**src/frt_pkg.sv**
```systemverilog
package frt_pkg;

  // Result codes carried on the verdict port
  typedef enum logic [2:0] {
    V_WHOLE     = 3'd0,
    V_STARTED   = 3'd1,
    V_APPENDED  = 3'd2,
    V_COMPLETED = 3'd3,
    V_NOSTART   = 3'd4,
    V_ORDER     = 3'd5,
    V_FULL      = 3'd6,
    V_OVERFLOW  = 3'd7
  } verdict_e;

  // Control sequencer states
  typedef enum logic [1:0] {
    ST_IDLE,
    ST_SCAN,
    ST_DECIDE
  } state_e;

  localparam int unsigned SEQ_LAST = 255;

  // One fragment header as latched from the input channel
  typedef struct packed {
    logic [15:0] message_id;
    logic [15:0] origin_addr;
    logic [7:0]  frag_seq;
    logic [15:0] total_len;
    logic [7:0]  frag_len;
  } item_t;

  // One table entry as stored in the slot memory
  typedef struct packed {
    logic [31:0] key;
    logic [15:0] total;
    logic [15:0] received;
    logic [7:0]  last_seq;
  } ent_t;

  // One result item
  typedef struct packed {
    verdict_e    verdict;
    logic [2:0]  slot_index;
    logic [15:0] write_offset;
    logic [15:0] deliver_len;
  } res_t;

  // Table update requested by the decision logic
  typedef struct packed {
    logic we;
    logic set_valid;
    logic clr_valid;
    ent_t ent;
  } upd_t;

endpackage

```
**src/frt_ram.sv**
```systemverilog
module frt_ram #(
  parameter int unsigned Width = 8,
  parameter int unsigned Depth = 8,
  parameter int unsigned AddrW = (Depth > 1) ? $clog2(Depth) : 1
) (
  input  logic             clk_i,
  input  logic             we_i,
  input  logic [AddrW-1:0] waddr_i,
  input  logic [Width-1:0] wdata_i,
  input  logic [AddrW-1:0] raddr_i,
  output logic [Width-1:0] rdata_o
);

  logic [Width-1:0] mem_q [Depth];
  logic [Width-1:0] rdata_q;

  // Write one word, read one word with registered output
  always_ff @(posedge clk_i) begin
    if (we_i) begin
      mem_q[waddr_i] <= wdata_i;
    end
    rdata_q <= mem_q[raddr_i];
  end

  assign rdata_o = rdata_q;

endmodule

```
**src/frt_update.sv**
```systemverilog
module frt_update #(
  parameter int unsigned IdxW = 3
) (
  input  frt_pkg::item_t  item_i,
  input  logic            hit_i,
  input  logic [IdxW-1:0] hit_idx_i,
  input  frt_pkg::ent_t   ent_i,
  input  logic            free_found_i,
  input  logic [IdxW-1:0] free_idx_i,
  output frt_pkg::res_t   res_o,
  output frt_pkg::upd_t   upd_o,
  output logic [IdxW-1:0] wr_idx_o
);
  import frt_pkg::*;

  logic [16:0]     sum;
  logic            seq_ok;
  logic [IdxW+2:0] hit_wide;
  logic [IdxW+2:0] free_wide;

  assign sum       = {1'b0, ent_i.received} + {9'b0, item_i.frag_len};
  assign seq_ok    = (ent_i.last_seq != SEQ_LAST[7:0]) &&
                     (item_i.frag_seq == ent_i.last_seq + 8'd1);
  assign hit_wide  = {3'b000, hit_idx_i};
  assign free_wide = {3'b000, free_idx_i};

  // Decide the verdict and the table write for one fragment
  always_comb begin
    res_o              = '0;
    res_o.verdict      = V_NOSTART;
    upd_o              = '0;
    upd_o.ent.key      = {item_i.origin_addr, item_i.message_id};
    upd_o.ent.total    = item_i.total_len;
    upd_o.ent.received = {8'b0, item_i.frag_len};
    upd_o.ent.last_seq = '0;
    wr_idx_o           = free_idx_i;
    if (!hit_i) begin
      priority if (item_i.frag_seq != 8'd0) begin
        res_o.verdict = V_NOSTART;
      end else if ({8'b0, item_i.frag_len} == item_i.total_len) begin
        res_o.verdict     = V_WHOLE;
        res_o.deliver_len = item_i.total_len;
      end else if ({8'b0, item_i.frag_len} > item_i.total_len) begin
        res_o.verdict = V_OVERFLOW;
      end else if (!free_found_i) begin
        res_o.verdict = V_FULL;
      end else begin
        res_o.verdict    = V_STARTED;
        res_o.slot_index = free_wide[2:0];
        upd_o.we         = 1'b1;
        upd_o.set_valid  = 1'b1;
      end
    end else begin
      res_o.slot_index   = hit_wide[2:0];
      wr_idx_o           = hit_idx_i;
      upd_o.ent          = ent_i;
      upd_o.ent.last_seq = item_i.frag_seq;
      upd_o.ent.received = sum[15:0];
      priority if (!seq_ok) begin
        res_o.verdict = V_ORDER;
      end else if (sum > {1'b0, ent_i.total}) begin
        res_o.verdict = V_OVERFLOW;
      end else if (sum[15:0] == ent_i.total) begin
        res_o.verdict      = V_COMPLETED;
        res_o.write_offset = ent_i.received;
        res_o.deliver_len  = ent_i.total;
        upd_o.we           = 1'b1;
        upd_o.clr_valid    = 1'b1;
      end else begin
        res_o.verdict      = V_APPENDED;
        res_o.write_offset = ent_i.received;
        upd_o.we           = 1'b1;
      end
    end
  end

endmodule

```
**src/fragment_reassembly_tracker.sv**
```systemverilog
// Fragment reassembly tracker.
// Input channel: one fragment header per item (message_id, origin_addr,
// frag_seq, total_len, frag_len), accepted when in_valid_i is high and
// in_stall_o is low. Output channel: one result item per input item
// (verdict, slot_index, write_offset, deliver_len), taken when out_valid_o
// is high and out_stall_i is low.
// The slot table lives in a synchronous RAM, one entry per slot; valid bits
// sit in flip-flops. Each item scans the RAM one slot per cycle, stopping at
// the first matching entry, and then moves to a decide state that writes the
// entry back; a miss scans all SLOTS slots. The input side is busy from
// acceptance through the scan and the decision until it returns to idle;
// the one-slot-per-cycle RAM read sets how long a scan takes.
// One item is in work at a time. A result waits in the output register
// while the receiver stalls; the next item is still accepted and scanned,
// and its decision waits until the register is free.
// Reset clears all valid bits, so the table starts empty; no clearing pass
// runs over the RAM.
module fragment_reassembly_tracker #(
  parameter int unsigned SLOTS = 8
) (
  input  logic               clk_i,
  input  logic               rst_ni,
  input  logic               in_valid_i,
  output logic               in_stall_o,
  input  logic [15:0]        message_id_i,
  input  logic [15:0]        origin_addr_i,
  input  logic [7:0]         frag_seq_i,
  input  logic [15:0]        total_len_i,
  input  logic [7:0]         frag_len_i,
  output logic               out_valid_o,
  input  logic               out_stall_i,
  output frt_pkg::verdict_e  verdict_o,
  output logic [2:0]         slot_index_o,
  output logic [15:0]        write_offset_o,
  output logic [15:0]        deliver_len_o
);
  import frt_pkg::*;

  localparam int unsigned IdxW = (SLOTS > 1) ? $clog2(SLOTS) : 1;
  localparam logic [IdxW-1:0] LastIdx = IdxW'(SLOTS - 1);
  localparam int unsigned EntW = $bits(ent_t);

  state_e          state_q, state_d;
  item_t           item_q;
  logic [SLOTS-1:0] valid_q;
  logic [IdxW-1:0] idx_q, idx_d;
  logic            hit_q;
  logic [IdxW-1:0] hit_idx_q;
  ent_t            ent_q;
  logic            free_found_q;
  logic [IdxW-1:0] free_idx_q;
  logic            out_valid_q;
  res_t            res_q;

  logic            in_fire;
  logic            match;
  logic            scan_done;
  logic            decide_fire;
  logic [EntW-1:0] rdata;
  ent_t            rd_ent;
  res_t            res;
  upd_t            upd;
  logic [IdxW-1:0] wr_idx;

  assign rd_ent      = ent_t'(rdata);
  assign in_stall_o  = (state_q != ST_IDLE);
  assign in_fire     = in_valid_i && !in_stall_o;
  assign match       = valid_q[idx_q] &&
                       (rd_ent.key == {item_q.origin_addr, item_q.message_id});
  assign scan_done   = match || (idx_q == LastIdx);

  // Slot table memory
  frt_ram #(
    .Width (EntW),
    .Depth (SLOTS),
    .AddrW (IdxW)
  ) u_ram (
    .clk_i   (clk_i),
    .we_i    (decide_fire && upd.we),
    .waddr_i (wr_idx),
    .wdata_i (upd.ent),
    .raddr_i (idx_d),
    .rdata_o (rdata)
  );

  // Decision logic for the scanned fragment
  frt_update #(
    .IdxW (IdxW)
  ) u_update (
    .item_i       (item_q),
    .hit_i        (hit_q),
    .hit_idx_i    (hit_idx_q),
    .ent_i        (ent_q),
    .free_found_i (free_found_q),
    .free_idx_i   (free_idx_q),
    .res_o        (res),
    .upd_o        (upd),
    .wr_idx_o     (wr_idx)
  );

  // Next state
  always_comb begin
    state_d = state_q;
    unique case (state_q)
      ST_IDLE: begin
        if (in_fire) state_d = ST_SCAN;
      end
      ST_SCAN: begin
        if (scan_done) state_d = ST_DECIDE;
      end
      ST_DECIDE: begin
        if (!out_valid_q || !out_stall_i) state_d = ST_IDLE;
      end
      default: state_d = ST_IDLE;
    endcase
  end

  // Sequencer outputs: read address and decision strobe
  always_comb begin
    idx_d       = idx_q;
    decide_fire = 1'b0;
    unique case (state_q)
      ST_IDLE: begin
        idx_d = '0;
      end
      ST_SCAN: begin
        idx_d = scan_done ? '0 : idx_q + 1'b1;
      end
      ST_DECIDE: begin
        decide_fire = !out_valid_q || !out_stall_i;
      end
      default: idx_d = '0;
    endcase
  end

  // Hold control state
  always_ff @(posedge clk_i or negedge rst_ni) begin
    if (!rst_ni) begin
      state_q     <= ST_IDLE;
      idx_q       <= '0;
      valid_q     <= '0;
      out_valid_q <= 1'b0;
    end else begin
      state_q <= state_d;
      idx_q   <= idx_d;
      if (decide_fire && upd.set_valid) valid_q[wr_idx] <= 1'b1;
      if (decide_fire && upd.clr_valid) valid_q[wr_idx] <= 1'b0;
      if (decide_fire) begin
        out_valid_q <= 1'b1;
      end else if (!out_stall_i) begin
        out_valid_q <= 1'b0;
      end
    end
  end

  // Latch item, track hit and lowest free slot during the scan, register the result
  always_ff @(posedge clk_i) begin
    if (in_fire) begin
      item_q       <= '{message_id:  message_id_i,
                        origin_addr: origin_addr_i,
                        frag_seq:    frag_seq_i,
                        total_len:   total_len_i,
                        frag_len:    frag_len_i};
      hit_q        <= 1'b0;
      free_found_q <= 1'b0;
    end
    if (state_q == ST_SCAN) begin
      if (match) begin
        hit_q     <= 1'b1;
        hit_idx_q <= idx_q;
        ent_q     <= rd_ent;
      end
      if (!valid_q[idx_q] && !free_found_q) begin
        free_found_q <= 1'b1;
        free_idx_q   <= idx_q;
      end
    end
    if (decide_fire) res_q <= res;
  end

  assign out_valid_o    = out_valid_q;
  assign verdict_o      = res_q.verdict;
  assign slot_index_o   = res_q.slot_index;
  assign write_offset_o = res_q.write_offset;
  assign deliver_len_o  = res_q.deliver_len;

endmodule

```
**config.mk**
```make
export PLATFORM = sky130hd
export DESIGN_NAME = fragment_reassembly_tracker
export DESIGN_NICKNAME = d
export VERILOG_FILES = /design/src/frt_pkg.sv /design/src/frt_ram.sv /design/src/frt_update.sv /design/src/fragment_reassembly_tracker.sv
export SDC_FILE = /design/constraint.sdc
export NUM_CORES = 1
export LEC_CHECK = 0
export ABC_AREA = 1
export ABC_CLOCK_PERIOD_IN_PS = 11250
export BUFFER_PORTS_ARGS = -buffer_cell sky130_fd_sc_hd__buf_4
export CAP_MARGIN = 20
export CORE_UTILIZATION = 60
export CTS_CLUSTER_DIAMETER = 30
export DETAILED_ROUTE_END_ITERATION = 16
export GPL_TIMING_DRIVEN = 1
export PLACE_DENSITY = 0.81
export SKIP_CTS_REPAIR_TIMING = 1
export SLEW_MARGIN = 0
export SYNTH_ARGS = -nofsm -noshare
export SYNTH_HDL_FRONTEND = slang
export SYNTH_SLANG_ARGS = --single-unit
```
**constraint.sdc**
```tcl
create_clock -name clk_i -period 11.25 [get_ports clk_i]
set_clock_uncertainty 0.15 [all_clocks]
set_input_delay 1.6875 -clock clk_i [delete_from_list [all_inputs] [get_ports clk_i]]
set_output_delay 1.6875 -clock clk_i [all_outputs]
set_load 0.005 [all_outputs]
```
==> impl_metrics.tcl <==
set metrics [dict create \
    gr-usage-met2_pct 50.5 \
    port_buffers 107 \
    drtPass1Iterations 13 \
    netlist_instances 3454 \
    synth_seq_cells 844 \
    nets 3691 \
    io_pins 108 \
    die_height_um 248 \
    path_cells "ha_1, fa_1, nand3_1, nand2_1, a21oi_1, o21ai_1, nand3_1, xor2_1, ha_1, a21oi_1, nor2_1, a211oi_1, nand2_1, nand2_1, nand2_1, nand2_1, nand2_1, nand2_1, nand3_1, a21oi_4, buf_4" \
    busiest_layer "met2" \
    path_depth 21 \
    cts_inserted_buffers 142 \
    vdd_drop_max_v 0.000300 \
    antenna_found_initial 1 \
    hp-class "reg -> reg" \
    syn_nets 3562 \
    yosysSeqAreaShare_pct 67.6 \
    via_count 25524 \
    fmax_mhz 155 \
    route.antenna.remaining_nets 0 \
    grt_pass1_wl_um 138000 \
    grt_setup_unrepaired "false" \
    cts.clk_slew.worst_paths_ns 0.05 \
    drc_errors 1 \
    leakagePower_nw 18.6 \
    wire_per_inst_um 20.2 \
    period_share_pct 57.4 \
    drt_iter0_drc 2938 \
    critPathBufInv 1 \
    synth_ff_type "edfxtp_1" \
    viasPerCell 5.70 \
    met3_usage_pct 5.81 \
    synth_top_area_share_pct 62.6 \
    grt_max_degree 201 \
    synth_cell_types 36 \
    synthArstFlopShare_pct 1.66 \
    yosys.area.top_type "edfxtp_1" \
    cp_common_cell "nand2_1" \
    cp-start-kind "register" \
    cp_max_fo 55 \
    die_width_um 248 \
    violations "design-rule violations" \
    worstMarginPinSlew_ns 1.14 \
    status "finished with violations" \
    drv_cap 0 \
    yosys_warnings 0 \
    setup_tns_ns 0 \
    finalSetupViolCount 0 \
    r2r_cells 21 \
    grt_usage_pct 30.1 \
    place_congestion 0.886 \
    num_rows 89 \
    dp_cells 4209 \
    fill_cells 3715 \
    grt.overflow.total 0 \
    clockBufferDepth 3 \
    syn_area_per_cell_sq_um 10.5 \
    synth_most_common_cell "nand2_1" \
    worstHoldPathCells 0 \
    finalHoldViolCount 0 \
    cpMaxStageDelayCell "a21oi_4" \
    die-area_sq_mm 0.0615 \
    clockRootBuffer "clkbuf_16" \
    critical_path.max_stage_delay_ns 0.98 \
    yosys-top-cells-count "nand2_1 (903), edfxtp_1 (756), inv_1 (655), nand3_1 (522), dfxtp_1 (74)" \
    pwr_density_cell_mw_per_mm2 246 \
    diodes 0 \
    slew_violations 0 \
    coreArea_sq_mm 0.0594 \
    syn_area_sq_mm 0.0363 \
    htree_levels 4 \
    end_kind "register" \
    grt_pass1_vias 25818 \
    crit_arrival_ns 6.64 \
    hpwl_um 47100 \
    synth_enable_flop_cells 756 \
    cts_tree "built" \
    cts.sinks 844 \
    grtUsageMet1_pct 37.2 \
    critPathKind "reg -> reg" \
    wirelength_um 90600 \
    final_cells 4478 \
    period_minus_slack_ns 6.45 \
    synth_area_leaders "edfxtp_1 (63%), nand2_1 (9.3%), nand3_1 (7.2%)" \
    crit_family "compound AO/OA/AOI/OAI gates" \
    maxSlewHeadroom_pct 24.3 \
    drive_gt1_share_pct 11.0 \
    clk_latency_ns 0.73 \
    cp.required_ns 11.43 \
    start_util_pct 61.1 \
    area_growth_pct 17.6 \
]
[sequential cells by signal (all words and copies together) (netlist names)]
register,flops
idx_q,3
state_q,2
u_ram.mem_q,576
hit_q,1
free_found_q,1
item_q,64
write_offset_o,16
valid_q,8
verdict_o,3
out_valid_o,1
deliver_len_o,16
ent_q,72
slot_index_o,3
free_idx_q,3
u_ram.rdata_o,72
hit_idx_q,3
[path summary, 6_finish.rpt]
check                                  start                 end  slack [ns]
max in group asynchronous             rst_ni          state_q[1]       10.08
setup / recovery                   item_q[0]  u_ram.mem_q[4][49]        4.80
hold / removal             u_ram.rdata_o[38]           ent_q[38]        0.24
hold reg to reg            u_ram.rdata_o[38]           ent_q[38]        0.24
setup reg to reg                   item_q[0]  u_ram.mem_q[4][49]        4.80
min in group asynchronous             rst_ni          valid_q[3]        0.66
[cells in the final DEF, fill, tap and decap left out, types with 13 or more instances in the layout]
cell type / instances
nand2_1: 903
edfxtp_1: 756
inv_1: 654
nand3_1: 522
clkbuf_16: 145
buf_4: 137
nand3b_1: 73
dfxtp_1: 73
nor2_1: 64
o21ai_0: 51
ha_1: 39
a21oi_1: 24
clkinv_2: 20
xor2_1: 19
xnor2_1: 17
inv_6: 16
nand4_1: 15
bufinv_16: 15
clkbuf_8: 14
dfrtp_1: 14
clkbuf_1: 13
clkinv_1: 13
[kinds of logic (layout without fill, tap and decap cells)]
kind of cell	after synthesis	after routing	synth area share, %
xor+xnor	36	36	0.869
flops	844	844	67.6
compound gates	122	122	1.89
buf+inv	814	1065	8.88
fa+ha+maj	40	40	1.40
simple gates	1598	1598	19.4
[stage by stage]
| stage | power, mW | worst slack, ns | hold slack, ns | area (sq um) | utilization, % |
|---|---|---|---|---|---|
| 6_report | 10.5 | 4.80 | 0.240 | 42700 | 71.9 |
| 5_1_grt | 10.9 | 4.47 | 0.252 | 42700 | 71.9 |
| 4_1_cts | 10.5 | 4.85 | 0.247 | 42700 | 71.9 |
| 3_5_place_dp | 6.07 | 4.95 | 0.239 | 37700 | 63.6 |
| 3_3_place_gp | 6.00 | 5.09 | 0.236 | 37700 | 63.5 |
| 2_1_floorplan | 5.50 | 2.57 | 0.236 | 36300 | - |
[layout make-up]
type	instances	area, sq um	share of cell area (%)
Inverter	657	2470	5.78
Clock inverter	94	1050	2.47
Tap cell	773	967	2.27
Multi-Input combinational cell	1796	8690	20.3
Sequential cell	844	24500	57.5
Timing Repair Buffer	142	1110	2.60
Clock buffer	172	3870	9.06
[power by group]
group / switching [mW] / internal [mW] / leakage, nW
logic: 1.62 / 0.580 / 8.56
registers: 0.141 / 3.78 / 7.67
clock network: 1.55 / 2.82 / 2.40
total: 3.31 / 7.18 / 18.6
[layer usage]
metal / routed length [um] / vias to the layer above / share of wire [%]
met3: 8870 / 247 / 9.8
met2: 45100 / 1531 / 50
met5: 13 / - / 0.014
li1: - / 11575 / -
met4: 3050 / 2 / 3.4
met1: 33600 / 12169 / 37
(Power assumes the default switching activity.)
